`src/hw/rtl/rsnfe_pkg.sv`:
```
`default_nettype none
// ----------------------------------------------------------------------------
// rsnfe_pkg
// Shared widths, register indexes and limits of the ring slot enumerator.
// ----------------------------------------------------------------------------
package rsnfe_pkg;

	localparam int unsigned CURSOR_W    = 32;
	localparam int unsigned SLOT_W      = 16;
	localparam int unsigned SPAN_W      = SLOT_W + 1;
	localparam int unsigned CFG_IDX_W   = 3;
	localparam int unsigned CFG_DATA_W  = 32;

	localparam int unsigned MAX_RESULTS = 64;
	localparam int unsigned COUNT_W     = $clog2(MAX_RESULTS + 1);

	// two quotient bits retire per divider step
	localparam int unsigned DIV_STEPS   = CURSOR_W / 2;
	localparam int unsigned DIV_CNT_W   = $clog2(DIV_STEPS);

	localparam logic [CFG_IDX_W-1:0] CFG_CURSOR_MASK  = 3'd0;
	localparam logic [CFG_IDX_W-1:0] CFG_CURSOR_BIAS  = 3'd1;
	localparam logic [CFG_IDX_W-1:0] CFG_SLOT_FIRST   = 3'd2;
	localparam logic [CFG_IDX_W-1:0] CFG_SLOT_LAST    = 3'd3;
	localparam logic [CFG_IDX_W-1:0] CFG_RING_RECORDS = 3'd4;
	localparam logic [CFG_IDX_W-1:0] CFG_RECORD_BYTES = 3'd5;
	localparam logic [CFG_IDX_W-1:0] CFG_RECORDS_BASE = 3'd6;

	localparam logic [33:0] ADDR_LIMIT = 34'h0_0001_0000;

	localparam logic [CURSOR_W-1:0] CURSOR_MASK_RST = 32'h0000_FFFF;

endpackage
`default_nettype wire

```
`src/hw/rtl/rsnfe_floor_mod.sv`:
```
`default_nettype none
// ----------------------------------------------------------------------------
// rsnfe_floor_mod
// Iterative floor modulo of a signed 32-bit value by a 1..65536 divisor.
// ----------------------------------------------------------------------------
module rsnfe_floor_mod (
	input  wire logic                              clk,
	input  wire logic                              arst_n,
	input  wire logic                              go,
	input  wire logic [rsnfe_pkg::CURSOR_W-1:0]    dividend,
	input  wire logic [rsnfe_pkg::SPAN_W-1:0]      divisor,
	output logic                                   done,
	output logic [rsnfe_pkg::SLOT_W-1:0]           modulo
);

	localparam logic [1:0] D_IDLE = 2'd0;
	localparam logic [1:0] D_RUN  = 2'd1;
	localparam logic [1:0] D_FIX  = 2'd2;

	logic [1:0]                          phase_q;
	logic [rsnfe_pkg::DIV_CNT_W-1:0]     cnt_q;
	logic                                done_q;
	logic                                neg_q;
	logic [rsnfe_pkg::CURSOR_W-1:0]      mag_q;
	logic [rsnfe_pkg::SLOT_W-1:0]        rem_q;
	logic [rsnfe_pkg::SLOT_W-1:0]        mod_q;

	logic [rsnfe_pkg::SPAN_W-1:0]        t1, r1, t2, r2;

	// two restoring steps per cycle; each partial remainder stays below divisor
	always_comb begin
		t1 = {rem_q, mag_q[rsnfe_pkg::CURSOR_W-1]};
		r1 = (t1 >= divisor) ? (t1 - divisor) : t1;
		t2 = {r1[rsnfe_pkg::SLOT_W-1:0], mag_q[rsnfe_pkg::CURSOR_W-2]};
		r2 = (t2 >= divisor) ? (t2 - divisor) : t2;
	end

	always_ff @(posedge clk or negedge arst_n) begin
		if (!arst_n) begin
			phase_q <= D_IDLE;
			done_q  <= 1'b0;
		end else begin
			done_q <= 1'b0;
			case (phase_q)
				D_IDLE: begin
					if (go) begin
						phase_q <= D_RUN;
					end
				end
				D_RUN: begin
					if (cnt_q == rsnfe_pkg::DIV_CNT_W'(rsnfe_pkg::DIV_STEPS - 1)) begin
						phase_q <= D_FIX;
					end
				end
				D_FIX: begin
					done_q  <= 1'b1;
					phase_q <= D_IDLE;
				end
				default: begin
					phase_q <= D_IDLE;
				end
			endcase
		end
	end

	always_ff @(posedge clk) begin
		case (phase_q)
			D_IDLE: begin
				neg_q <= dividend[rsnfe_pkg::CURSOR_W-1];
				mag_q <= dividend[rsnfe_pkg::CURSOR_W-1] ? (~dividend + 1'b1) : dividend;
				rem_q <= '0;
				cnt_q <= '0;
			end
			D_RUN: begin
				rem_q <= r2[rsnfe_pkg::SLOT_W-1:0];
				mag_q <= {mag_q[rsnfe_pkg::CURSOR_W-3:0], 2'b00};
				cnt_q <= cnt_q + 1'b1;
			end
			D_FIX: begin
				// negative dividend with a nonzero remainder folds back up
				if (neg_q && (rem_q != '0)) begin
					mod_q <= rsnfe_pkg::SLOT_W'(divisor - {1'b0, rem_q});
				end else begin
					mod_q <= rem_q;
				end
			end
			default: begin
				cnt_q <= '0;
			end
		endcase
	end

	assign done   = done_q;
	assign modulo = mod_q;

endmodule
`default_nettype wire

```
`src/hw/rtl/ring_slot_newest_first_enumerator.sv`:
```
`default_nettype none
// ----------------------------------------------------------------------------
// ring_slot_newest_first_enumerator
// Locates the latest ring slot from a write cursor and lists slots newest
// first, each with its record address and a 64 KiB fit flag.
// ----------------------------------------------------------------------------
//
// channel   | handshake               | payload
// ----------+-------------------------+--------------------------------------
// command   | start / busy            | write_cursor, want_count
// result    | result_valid (strobe)   | slot_number, record_addr, addr_ok,
//           |                         | status, last_of_run
// config    | cfg_valid / cfg_ready   | cfg_index, cfg_data
//
// Sequence: an item with a good layout passes a prep state, the floor-mod unit
// (load, 16 two-bit steps, sign fix) and a handoff state, then emits one result
// per cycle through the multiply/add pipeline (product, then base add and fit
// check). A bad layout emits a single error item straight from the prep state.
// The floor-mod unit's 16 dependent steps and the emit rate set the run time.
// Reset: arst_n clears control state and loads register reset values.
// Stalls: the receiver cannot stall; busy stays high until the last item of
// the run has been on the result ports. cfg_ready is always high.
//
module ring_slot_newest_first_enumerator (
	input  wire logic                                  clk,
	input  wire logic                                  arst_n,
	input  wire logic                                  start,
	output logic                                       busy,
	input  wire logic [rsnfe_pkg::CURSOR_W-1:0]        write_cursor,
	input  wire logic [rsnfe_pkg::SLOT_W-1:0]          want_count,
	output logic                                       result_valid,
	output logic [rsnfe_pkg::SLOT_W-1:0]               slot_number,
	output logic [rsnfe_pkg::SLOT_W-1:0]               record_addr,
	output logic                                       addr_ok,
	output logic                                       status,
	output logic                                       last_of_run,
	input  wire logic                                  cfg_valid,
	output logic                                       cfg_ready,
	input  wire logic [rsnfe_pkg::CFG_IDX_W-1:0]       cfg_index,
	input  wire logic [rsnfe_pkg::CFG_DATA_W-1:0]      cfg_data
);

	localparam logic [1:0] S_IDLE = 2'd0;
	localparam logic [1:0] S_PREP = 2'd1;
	localparam logic [1:0] S_DIV  = 2'd2;
	localparam logic [1:0] S_EMIT = 2'd3;

	// configuration registers
	logic [rsnfe_pkg::CURSOR_W-1:0]  cursor_mask_q;
	logic [rsnfe_pkg::SLOT_W-1:0]    cursor_bias_q;
	logic [rsnfe_pkg::SLOT_W-1:0]    slot_first_q;
	logic [rsnfe_pkg::SLOT_W-1:0]    slot_last_q;
	logic [rsnfe_pkg::SLOT_W-1:0]    ring_records_q;
	logic [rsnfe_pkg::SLOT_W-1:0]    record_bytes_q;
	logic [rsnfe_pkg::SLOT_W-1:0]    records_base_q;

	// sequencer
	logic [1:0]                      state_q;
	logic [rsnfe_pkg::CURSOR_W-1:0]  cursor_q;
	logic [rsnfe_pkg::SLOT_W-1:0]    want_q;
	logic [rsnfe_pkg::CURSOR_W-1:0]  diff_q;
	logic [rsnfe_pkg::SPAN_W-1:0]    span_q;
	logic [rsnfe_pkg::COUNT_W-1:0]   left_q;
	logic [rsnfe_pkg::SLOT_W-1:0]    slot_q;
	logic                            div_go_q;

	// emit stage 1: product
	logic                            valid_s1;
	logic                            err_s1;
	logic                            last_s1;
	logic [rsnfe_pkg::SLOT_W-1:0]    slot_s1;
	logic [rsnfe_pkg::CURSOR_W-1:0]  prod_s1;

	// emit stage 2: result ports
	logic                            valid_s2;
	logic [rsnfe_pkg::SLOT_W-1:0]    slot_s2;
	logic [rsnfe_pkg::SLOT_W-1:0]    addr_s2;
	logic                            ok_s2;
	logic                            err_s2;
	logic                            last_s2;

	logic                            div_done;
	logic [rsnfe_pkg::SLOT_W-1:0]    div_mod;

	logic                            bad_layout;
	logic [rsnfe_pkg::CURSOR_W-1:0]  biased;
	logic [rsnfe_pkg::SPAN_W-1:0]    span;
	logic [rsnfe_pkg::SPAN_W-1:0]    avail;
	logic [rsnfe_pkg::SPAN_W-1:0]    pick;
	logic [rsnfe_pkg::COUNT_W-1:0]   count;
	logic [32:0]                     addr_sum;
	logic [33:0]                     addr_end;
	logic                            addr_fits;

	assign cfg_ready = 1'b1;

	always_ff @(posedge clk or negedge arst_n) begin
		if (!arst_n) begin
			cursor_mask_q  <= rsnfe_pkg::CURSOR_MASK_RST;
			cursor_bias_q  <= '0;
			slot_first_q   <= '0;
			slot_last_q    <= '0;
			ring_records_q <= '0;
			record_bytes_q <= '0;
			records_base_q <= '0;
		end else if (cfg_valid && cfg_ready) begin
			case (cfg_index)
				rsnfe_pkg::CFG_CURSOR_MASK:  cursor_mask_q  <= cfg_data;
				rsnfe_pkg::CFG_CURSOR_BIAS:  cursor_bias_q  <= cfg_data[rsnfe_pkg::SLOT_W-1:0];
				rsnfe_pkg::CFG_SLOT_FIRST:   slot_first_q   <= cfg_data[rsnfe_pkg::SLOT_W-1:0];
				rsnfe_pkg::CFG_SLOT_LAST:    slot_last_q    <= cfg_data[rsnfe_pkg::SLOT_W-1:0];
				rsnfe_pkg::CFG_RING_RECORDS: ring_records_q <= cfg_data[rsnfe_pkg::SLOT_W-1:0];
				rsnfe_pkg::CFG_RECORD_BYTES: record_bytes_q <= cfg_data[rsnfe_pkg::SLOT_W-1:0];
				rsnfe_pkg::CFG_RECORDS_BASE: records_base_q <= cfg_data[rsnfe_pkg::SLOT_W-1:0];
				default: begin
					// drop writes past the register list
				end
			endcase
		end
	end

	// prep arithmetic: bias the masked cursor, size the run
	always_comb begin
		bad_layout = (ring_records_q == '0) || (record_bytes_q == '0) ||
		             (slot_last_q < slot_first_q);
		biased = (cursor_q & cursor_mask_q) +
		         {{(rsnfe_pkg::CURSOR_W - rsnfe_pkg::SLOT_W){cursor_bias_q[rsnfe_pkg::SLOT_W-1]}},
		          cursor_bias_q};
		span  = {1'b0, slot_last_q} - {1'b0, slot_first_q} + 1'b1;
		avail = ({1'b0, ring_records_q} < span) ? {1'b0, ring_records_q} : span;
		pick  = ((want_q == '0) || ({1'b0, want_q} > avail)) ? avail : {1'b0, want_q};
		count = (pick > rsnfe_pkg::SPAN_W'(rsnfe_pkg::MAX_RESULTS)) ?
		        rsnfe_pkg::COUNT_W'(rsnfe_pkg::MAX_RESULTS) : pick[rsnfe_pkg::COUNT_W-1:0];
	end

	always_ff @(posedge clk or negedge arst_n) begin
		if (!arst_n) begin
			state_q  <= S_IDLE;
			div_go_q <= 1'b0;
			valid_s1 <= 1'b0;
		end else begin
			div_go_q <= 1'b0;
			valid_s1 <= 1'b0;
			case (state_q)
				S_IDLE: begin
					if (start && !busy) begin
						state_q <= S_PREP;
					end
				end
				S_PREP: begin
					if (bad_layout) begin
						// one error item ends the run
						valid_s1 <= 1'b1;
						state_q  <= S_IDLE;
					end else begin
						div_go_q <= 1'b1;
						state_q  <= S_DIV;
					end
				end
				S_DIV: begin
					if (div_done) begin
						state_q <= S_EMIT;
					end
				end
				S_EMIT: begin
					valid_s1 <= 1'b1;
					if (left_q == rsnfe_pkg::COUNT_W'(1)) begin
						state_q <= S_IDLE;
					end
				end
				default: begin
					state_q <= S_IDLE;
				end
			endcase
		end
	end

	always_ff @(posedge clk) begin
		case (state_q)
			S_IDLE: begin
				cursor_q <= write_cursor;
				want_q   <= want_count;
			end
			S_PREP: begin
				diff_q  <= biased - {{(rsnfe_pkg::CURSOR_W - rsnfe_pkg::SLOT_W){1'b0}}, slot_first_q};
				span_q  <= span;
				left_q  <= count;
				err_s1  <= 1'b1;
				last_s1 <= 1'b1;
				slot_s1 <= '0;
				prod_s1 <= '0;
			end
			S_DIV: begin
				// latest slot sits inside the window, so 16 bits hold it
				slot_q <= slot_first_q + div_mod;
			end
			S_EMIT: begin
				err_s1  <= 1'b0;
				last_s1 <= (left_q == rsnfe_pkg::COUNT_W'(1));
				slot_s1 <= slot_q;
				prod_s1 <= {{(rsnfe_pkg::CURSOR_W - rsnfe_pkg::SLOT_W){1'b0}}, slot_q} *
				           {{(rsnfe_pkg::CURSOR_W - rsnfe_pkg::SLOT_W){1'b0}}, record_bytes_q};
				left_q  <= left_q - 1'b1;
				// step back one slot, wrap from the window floor to its top
				slot_q  <= (slot_q == slot_first_q) ? slot_last_q : (slot_q - 1'b1);
			end
			default: begin
				left_q <= '0;
			end
		endcase
	end

	rsnfe_floor_mod u_floor_mod (
		.clk      (clk),
		.arst_n   (arst_n),
		.go       (div_go_q),
		.dividend (diff_q),
		.divisor  (span_q),
		.done     (div_done),
		.modulo   (div_mod)
	);

	// stage 2: add the base, check the record end against 64 KiB
	always_comb begin
		addr_sum  = {1'b0, prod_s1} + 33'(records_base_q);
		addr_end  = {1'b0, addr_sum} + 34'(record_bytes_q);
		addr_fits = (addr_end <= rsnfe_pkg::ADDR_LIMIT);
	end

	always_ff @(posedge clk or negedge arst_n) begin
		if (!arst_n) begin
			valid_s2 <= 1'b0;
		end else begin
			valid_s2 <= valid_s1;
		end
	end

	always_ff @(posedge clk) begin
		if (valid_s1) begin
			slot_s2 <= slot_s1;
			err_s2  <= err_s1;
			last_s2 <= last_s1;
			ok_s2   <= !err_s1 && addr_fits;
			addr_s2 <= (!err_s1 && addr_fits) ? addr_sum[rsnfe_pkg::SLOT_W-1:0] : '0;
		end
	end

	// hold busy until the last item has left the result ports
	assign busy         = (state_q != S_IDLE) || valid_s1 || valid_s2;
	assign result_valid = valid_s2;
	assign slot_number  = slot_s2;
	assign record_addr  = addr_s2;
	assign addr_ok      = ok_s2;
	assign status       = err_s2;
	assign last_of_run  = last_s2;

`ifndef NO_ASSERTIONS
	a_busy_while_result: assert property (@(posedge clk) disable iff (!arst_n)
		result_valid |-> busy)
		else $error("result item shown while idle");

	a_error_is_last: assert property (@(posedge clk) disable iff (!arst_n)
		(result_valid && status) |-> (last_of_run && !addr_ok && (slot_number == '0)))
		else $error("error item malformed");

	a_addr_zero_when_bad: assert property (@(posedge clk) disable iff (!arst_n)
		(result_valid && !addr_ok) |-> (record_addr == '0))
		else $error("record address leaked for a record past 64 KiB");

	a_start_takes: assert property (@(posedge clk) disable iff (!arst_n)
		(start && !busy) |=> busy)
		else $error("accepted item did not raise busy");

	a_last_ends_run: assert property (@(posedge clk) disable iff (!arst_n)
		(result_valid && last_of_run) |=> !result_valid)
		else $error("result item after the last of the run");
`endif

endmodule
`default_nettype wire

```
`config.mk`:
```
export PLATFORM = sky130hd
export DESIGN_NAME = ring_slot_newest_first_enumerator
export DESIGN_NICKNAME = d
export VERILOG_FILES = /design/src/hw/rtl/rsnfe_pkg.sv /design/src/hw/rtl/rsnfe_floor_mod.sv /design/src/hw/rtl/ring_slot_newest_first_enumerator.sv
export SDC_FILE = /design/constraint.sdc
export NUM_CORES = 2
export LEC_CHECK = 0
export ABC_AREA = 1
export ABC_CLOCK_PERIOD_IN_PS = 12400
export BUFFER_PORTS_ARGS = -buffer_cell sky130_fd_sc_hd__buf_4
export CAP_MARGIN = 15
export CORE_ASPECT_RATIO = 1.75
export CORE_MARGIN = 1
export CORE_UTILIZATION = 33
export CTS_CLUSTER_SIZE = 14
export DETAILED_ROUTE_END_ITERATION = 7
export PLACE_DENSITY = 0.59
export SLEW_MARGIN = 40
export SYNTH_ARGS = -nofsm -noshare
export SYNTH_HDL_FRONTEND = slang
export SYNTH_SLANG_ARGS = --single-unit
```
`constraint.sdc`:
```
create_clock -name clk -period 12.4 [get_ports clk]
set_input_delay 2.48 -clock clk [delete_from_list [all_inputs] [get_ports clk]]
set_output_delay 2.48 -clock clk [all_outputs]
set_load 0.05 [all_outputs]
```
### Word-level counts from Yosys, hierarchy flattened

Cells that the tools add are included.

* add/subtract/negate cells: 14
* bitwise logic cells: 2
* muxes and demuxes: 30
* reductions and logical operators: 30
* equality and inequality tests: 19
* $mul: 1
* magnitude comparators: 7

Operators by type and width (number)
* one-hot mux 32 bit (2 select lines): 2
* one-hot mux 16 bit (2 select lines): 3
* 2-to-1 mux 16 bit: 4
* zero test 16 bit: 3
* subtractor 16 bit: 3
* adder 33 x 16 -> 34 bit: 1
* >= comparator 17 bit: 2
* less-or-equal comparator 34 x 17 -> 1 bit (second input constant): 1
* 2-to-1 mux 17 bit: 2
* adder 32 x 16 -> 33 bit: 1
* adder 32 x 1 -> 32 bit (second input constant): 1
* adder 32 bit: 1
* AND 32 bit: 1
* multiplier 16 x 16 -> 32 bit: 1
* 2-to-1 mux 32 bit: 1
* NOT 32 bit: 1
* subtractor 32 x 16 -> 32 bit: 1
* adder 17 x 1 -> 17 bit (second input constant): 1
* > comparator 16 x 17 -> 1 bit: 1
* > comparator 17 x 7 -> 1 bit (second input constant): 1
* less-than comparator 16 x 17 -> 1 bit: 1
* subtractor 16 x 16 -> 17 bit: 1
* adder 16 bit: 1
* == test 16 bit: 1
* other kinds (30): 67

* output and inout port bits: 38
* bits in registers: 410

### Longest topological paths before layout

* depth after elaboration: 10
* depth in mapped cells: 44
* depth with buffers taken out: 42

### Modules after synthesis

A second synthesis with hierarchy kept.

* cell total of the unflattened synthesis: 4383
* area total of the unflattened synthesis: 35890.7 um^2

Modules (own cells, without submodules)
* ring_slot_newest_first_enumerator: instances 1, area an instance 28885.2 um^2, cells an instance 3360, sequential area each 9504.1 um^2
* rsnfe_floor_mod: instances 1, area an instance 7005.5 um^2, cells an instance 1023, sequential area each 2147.1 um^2

### Worst setup path after synthesis

Ideal clock, no wire load.

* path type: reg2reg
* start point: reg slot_q[5] (netlist name)
* end point: reg prod_s1[24] (netlist name) (data pin)
* data arrival time: 5933 ps
* setup slack: 6214 ps
* path buffers: 2
* cell stages (with the launch flop): 24
* setup time: 253 ps
* cells stage by stage: edfxtp_1 -> clkbuf_1 -> buf_1 -> nand2_1 -> fa_1 -> inv_1 -> fa_1 -> inv_1 -> fa_1 -> fa_1 -> inv_1 -> fa_1 -> fa_1 -> ha_1 -> a21oi_1 -> a21boi_0 -> o21ai_0 -> a21oi_1 -> o21ai_0 -> a21oi_1 -> o21ai_0 -> nand2_1 -> nand2_1 -> nor2_1

* word-level cells in the longest chain between the ends: 2

Ends and longest elaborated chain
* start: declaration: RTL line ring_slot_newest_first_enumerator.sv:64 `logic [rsnfe_pkg::SLOT_W-1:0] slot_q;`
* start signal: assignment: RTL line ring_slot_newest_first_enumerator.sv:195 `slot_q <= slot_first_q + div_mod;`
* start signal: assignment: RTL line ring_slot_newest_first_enumerator.sv:205 `slot_q <= (slot_q == slot_first_q) ? slot_last_q : (slot_q - 1'b1);`
* multiplier 16 x 16 -> 32 bit: RTL line ring_slot_newest_first_enumerator.sv:201 `prod_s1 <= {{(rsnfe_pkg::CURSOR_W - rsnfe_pkg::SLOT_W){1'b0}}, slot_q} *`
* one-hot mux 32 bit (2 select lines): RTL line ring_slot_newest_first_enumerator.sv:179 `case (state_q)`
* end signal: assignment: RTL line ring_slot_newest_first_enumerator.sv:201
* end: declaration: RTL line ring_slot_newest_first_enumerator.sv:72 `logic [rsnfe_pkg::CURSOR_W-1:0] prod_s1;`

Every way passes these cells.
A chain may end at the register's enable or synchronous reset.

### Worst setup path in the final report

* start point: reg slot_first_q[2] (netlist name)
* end point: reg left_q[6] (netlist name) (data pin)

* word-level cells in the longest chain between the ends: 10

Ends and longest elaborated chain
* start: declaration: RTL line ring_slot_newest_first_enumerator.sv:51 `logic [rsnfe_pkg::SLOT_W-1:0] slot_first_q;`
* start signal: assignment: RTL line ring_slot_newest_first_enumerator.sv:110 `rsnfe_pkg::CFG_SLOT_FIRST: slot_first_q <= cfg_data[rsnfe_pkg::SLOT_W-1:0];`
* subtractor 16 x 16 -> 17 bit *: RTL line ring_slot_newest_first_enumerator.sv:129 `span = {1'b0, slot_last_q} - {1'b0, slot_first_q} + 1'b1;`
* adder 17 x 1 -> 17 bit *: RTL line ring_slot_newest_first_enumerator.sv:129
* named net span, one bit: RTL line ring_slot_newest_first_enumerator.sv:87 `logic [rsnfe_pkg::SPAN_W-1:0] span;`
* less-than comparator 16 x 17 -> 1 bit: RTL line ring_slot_newest_first_enumerator.sv:130 `avail = ({1'b0, ring_records_q} < span) ? {1'b0, ring_records_q} : span;`
* 2-to-1 mux 17 bit *: RTL line ring_slot_newest_first_enumerator.sv:130
* > comparator 16 x 17 -> 1 bit: RTL line ring_slot_newest_first_enumerator.sv:131 `pick = ((want_q == '0) || ({1'b0, want_q} > avail)) ? avail : {1'b0, want_q};`
* logical OR 1 bit: RTL line ring_slot_newest_first_enumerator.sv:131
* 2-to-1 mux 17 bit *: RTL line ring_slot_newest_first_enumerator.sv:131
* > comparator 17 x 7 -> 1 bit: RTL line ring_slot_newest_first_enumerator.sv:132 `count = (pick > rsnfe_pkg::SPAN_W'(rsnfe_pkg::MAX_RESULTS)) ?`
* 2-to-1 mux 7 bit *: RTL line ring_slot_newest_first_enumerator.sv:132
* one-hot mux 7 bit (2 select lines) *: RTL line ring_slot_newest_first_enumerator.sv:179
* end signal: assignment: RTL line ring_slot_newest_first_enumerator.sv:187 `left_q <= count;`
* end signal: assignment: RTL line ring_slot_newest_first_enumerator.sv:203 `left_q <= left_q - 1'b1;`
* end: declaration: RTL line ring_slot_newest_first_enumerator.sv:63 `logic [rsnfe_pkg::COUNT_W-1:0] left_q;`

Mark *: on every way through the listed nets, which the timed path passes. The rest lies on a longest branch.

==> flow_metrics.tcl <==
set metrics [dict create \
    grt-ovfl-total 0 \
    ios 125 \
    hp-class "register to register" \
    root_buffer "clkbuf_16" \
    port_buffers 123 \
    yosys_warnings 0 \
    core_sq_mm 0.106 \
    cts_made_buffers 46 \
    drt_wl_total_mm 106 \
    gp_congestion 0.942 \
    rows 158 \
    postCtsHoldBufs 0 \
    clk_path_buf_depth 3 \
    cts_resized 0 \
    synth_area_sq_mm 0.0352 \
    die_area_sq_mm 0.108 \
    period_share_pct 65.9 \
    synth_seq_area_share_pct 33.1 \
    setup-tns-final_ps 0 \
    die_y_um 434 \
    hold_depth 0 \
    postSynthAreaPerCell_sq_um 8.35 \
    worst_slew_pin_slew_ps 856 \
    n_fill_cell 10895 \
    slew_viol_final 0 \
    synth.largest_area_cell "edfxtp_1" \
    setup_violations 0 \
    grt_pass1_wl_mm 164 \
    slew_headroom_pct 41.4 \
    yosys_register_bits 410 \
    worstSetupEndpointType "register" \
    syn_to_final_growth_pct 11.5 \
    firstDrtPassIters 5 \
    route.met3.wl_mm 4.35 \
    path_class "register to register" \
    drt-met1-wl_mm 37.8 \
    rsz0062_at_grt "false" \
    start_kind "register" \
    cts_sinks 410 \
    whs_ps 423 \
    max_cap_viol_count 0 \
    drive_gt1_share_pct 7.91 \
    grt_antenna_before_repair 1 \
    clk_pin_slew_ps 60 \
    ys.flop_type "edfxtp_1" \
    r2r_cells 39 \
    clock_latency_ps 620 \
    globalRouteTotalUtil_pct 19.8 \
    crit_path_top_delay_cell "nand2_1" \
    worst-path-max-fanout 21 \
    yosysTopAreaCellShare_pct 23.3 \
    topRoutingLayerUsed "met4" \
    max_freq_mhz 122 \
    fin_crit_ps 8170 \
    layoutNonFillerInstCount 5697 \
    drt-initial-drc-count 1383 \
    synth_cell_types 63 \
    synth_edf_count 274 \
    die_w_um 249 \
    ant_nets 0 \
    synthTopCellsByArea "edfxtp_1, fa_1, ha_1" \
    avgViaCountPerCell 4.96 \
    wl_met2_mm 57.3 \
    initial_core_util_pct 33.3 \
    critical_path_arrival_ps 8520 \
    worstPathRequired_ps 12750 \
    first_global_vias 29907 \
    dp_hpwl_mm 85.2 \
    hold_viol 0 \
    status "finished clean" \
    final_util_pct 37.1 \
    final_nets 4923 \
    timing.critical_path.mode_cell "nand2_1" \
    post_cts_buffers 0 \
    grt_start_max_net_pins 74 \
    clock_skew_ps 20.3 \
    vias 28275 \
    h-tree-depth 2 \
    syn_inst 4223 \
    syn_nets 4849 \
    final_cell_mix "nand2_1, inv_1, ha_1, o21ai_0, edfxtp_1" \
    drcViolationCount 0 \
    cts_tree "done" \
    dp_cells 5608 \
    layout_commonest_cell "nand2_1" \
    async_flop_share_pct 33.2 \
    cp_slowest_stage_delay_ps 570 \
    routedWlPerCell_um 18.6 \
]
## through the flow
step	cell area, sq um	setup slack [ps]
after floorplan	35200	6210
after global placement	37600	4200
after detailed placement	37700	4250
after CTS	39300	4200
after global routing	39300	3340
final	39300	4230
## Yosys cell counts (21+ instances only)
master / n
nand2_1: 970
ha_1: 315
nor4_1: 31
edfxtp_1: 274
clkbuf_1: 99
fa_1: 224
buf_1: 26
xor2_1: 111
a21oi_1: 227
xnor2_1: 57
nand4_1: 28
o21ai_0: 311
nor2_1: 238
a31oi_1: 28
nand3_1: 135
inv_1: 768
o21bai_1: 21
nor3_1: 38
dfrtp_1: 120
## flip-flops by register name, summed over array words and instances, names as in the netlist, 17 cells and up, named ones only
signal	cells
u_floor_mod.mag_q	32
cursor_mask_q	32
span_q	17
cursor_q	32
prod_s1	32
diff_q	32
## worst paths after layout
kind | startpoint | to | slack [ps]
max | slot_first_q[2]$_DFFE_PN0P_ | left_q[6]$_DFFE_PP_ | 4230
min reg2reg | slot_s1[5]$_SDFFCE_PN0P_ | slot_number[5]$_DFFE_PP_ | 420
max in group asynchronous | arst_n | record_bytes_q[3]$_DFFE_PN0P_ | 9280
min | slot_s1[5]$_SDFFCE_PN0P_ | slot_number[5]$_DFFE_PP_ | 420
max reg2reg | slot_first_q[2]$_DFFE_PN0P_ | left_q[6]$_DFFE_PP_ | 4230
min in group asynchronous | arst_n | cursor_mask_q[25]$_DFFE_PN0P_ | 1880
## worst max-delay path, delay by kind of cell (launching register included)
family / cells / cell delay (ps)
compound gates: 8 / 1900
fa+ha+maj: 4 / 1260
flops: 1 / 460
simple gates: 20 / 2950
xor+xnor: 1 / 510
buf+inv: 6 / 780
## layer usage
metal,vias up,global-route usage (%)
met2,682,39.2
met3,287,2.69
li1,13711,-
met4,0,11.1
met5,-,0
met1,13595,19.6
## cells by family after synthesis
kind of cell	count (synthesis)	share of synthesized area, %
AOI/OAI and AO/OA	664	10.3
xor gates and xnor gates	171	4.38
adders and majority gates	539	23.9
buffers and inverters	902	9.67
DFF	410	33.1
muxes	16	0.511
other	1	0.0106
and+or+nand+nor	1520	18.2
## cell type report
cell class | count | area [sq um] | share of cell area [%]
Timing Repair Buffer | 156 | 1220 | 3.10
Antenna cell | 2 | 5.00 | 0.0127
Tap cell | 1360 | 1700 | 4.33
Sequential cell | 410 | 11700 | 29.7
Inverter | 772 | 2900 | 7.37
Clock buffer | 79 | 1450 | 3.69
Clock inverter | 7 | 108 | 0.274
Multi-Input combinational cell | 2911 | 20200 | 51.5
Power is left out: the tool's default activity adds up to more than one toggle a clock period on the data nets, which glitch-free logic cannot reach.
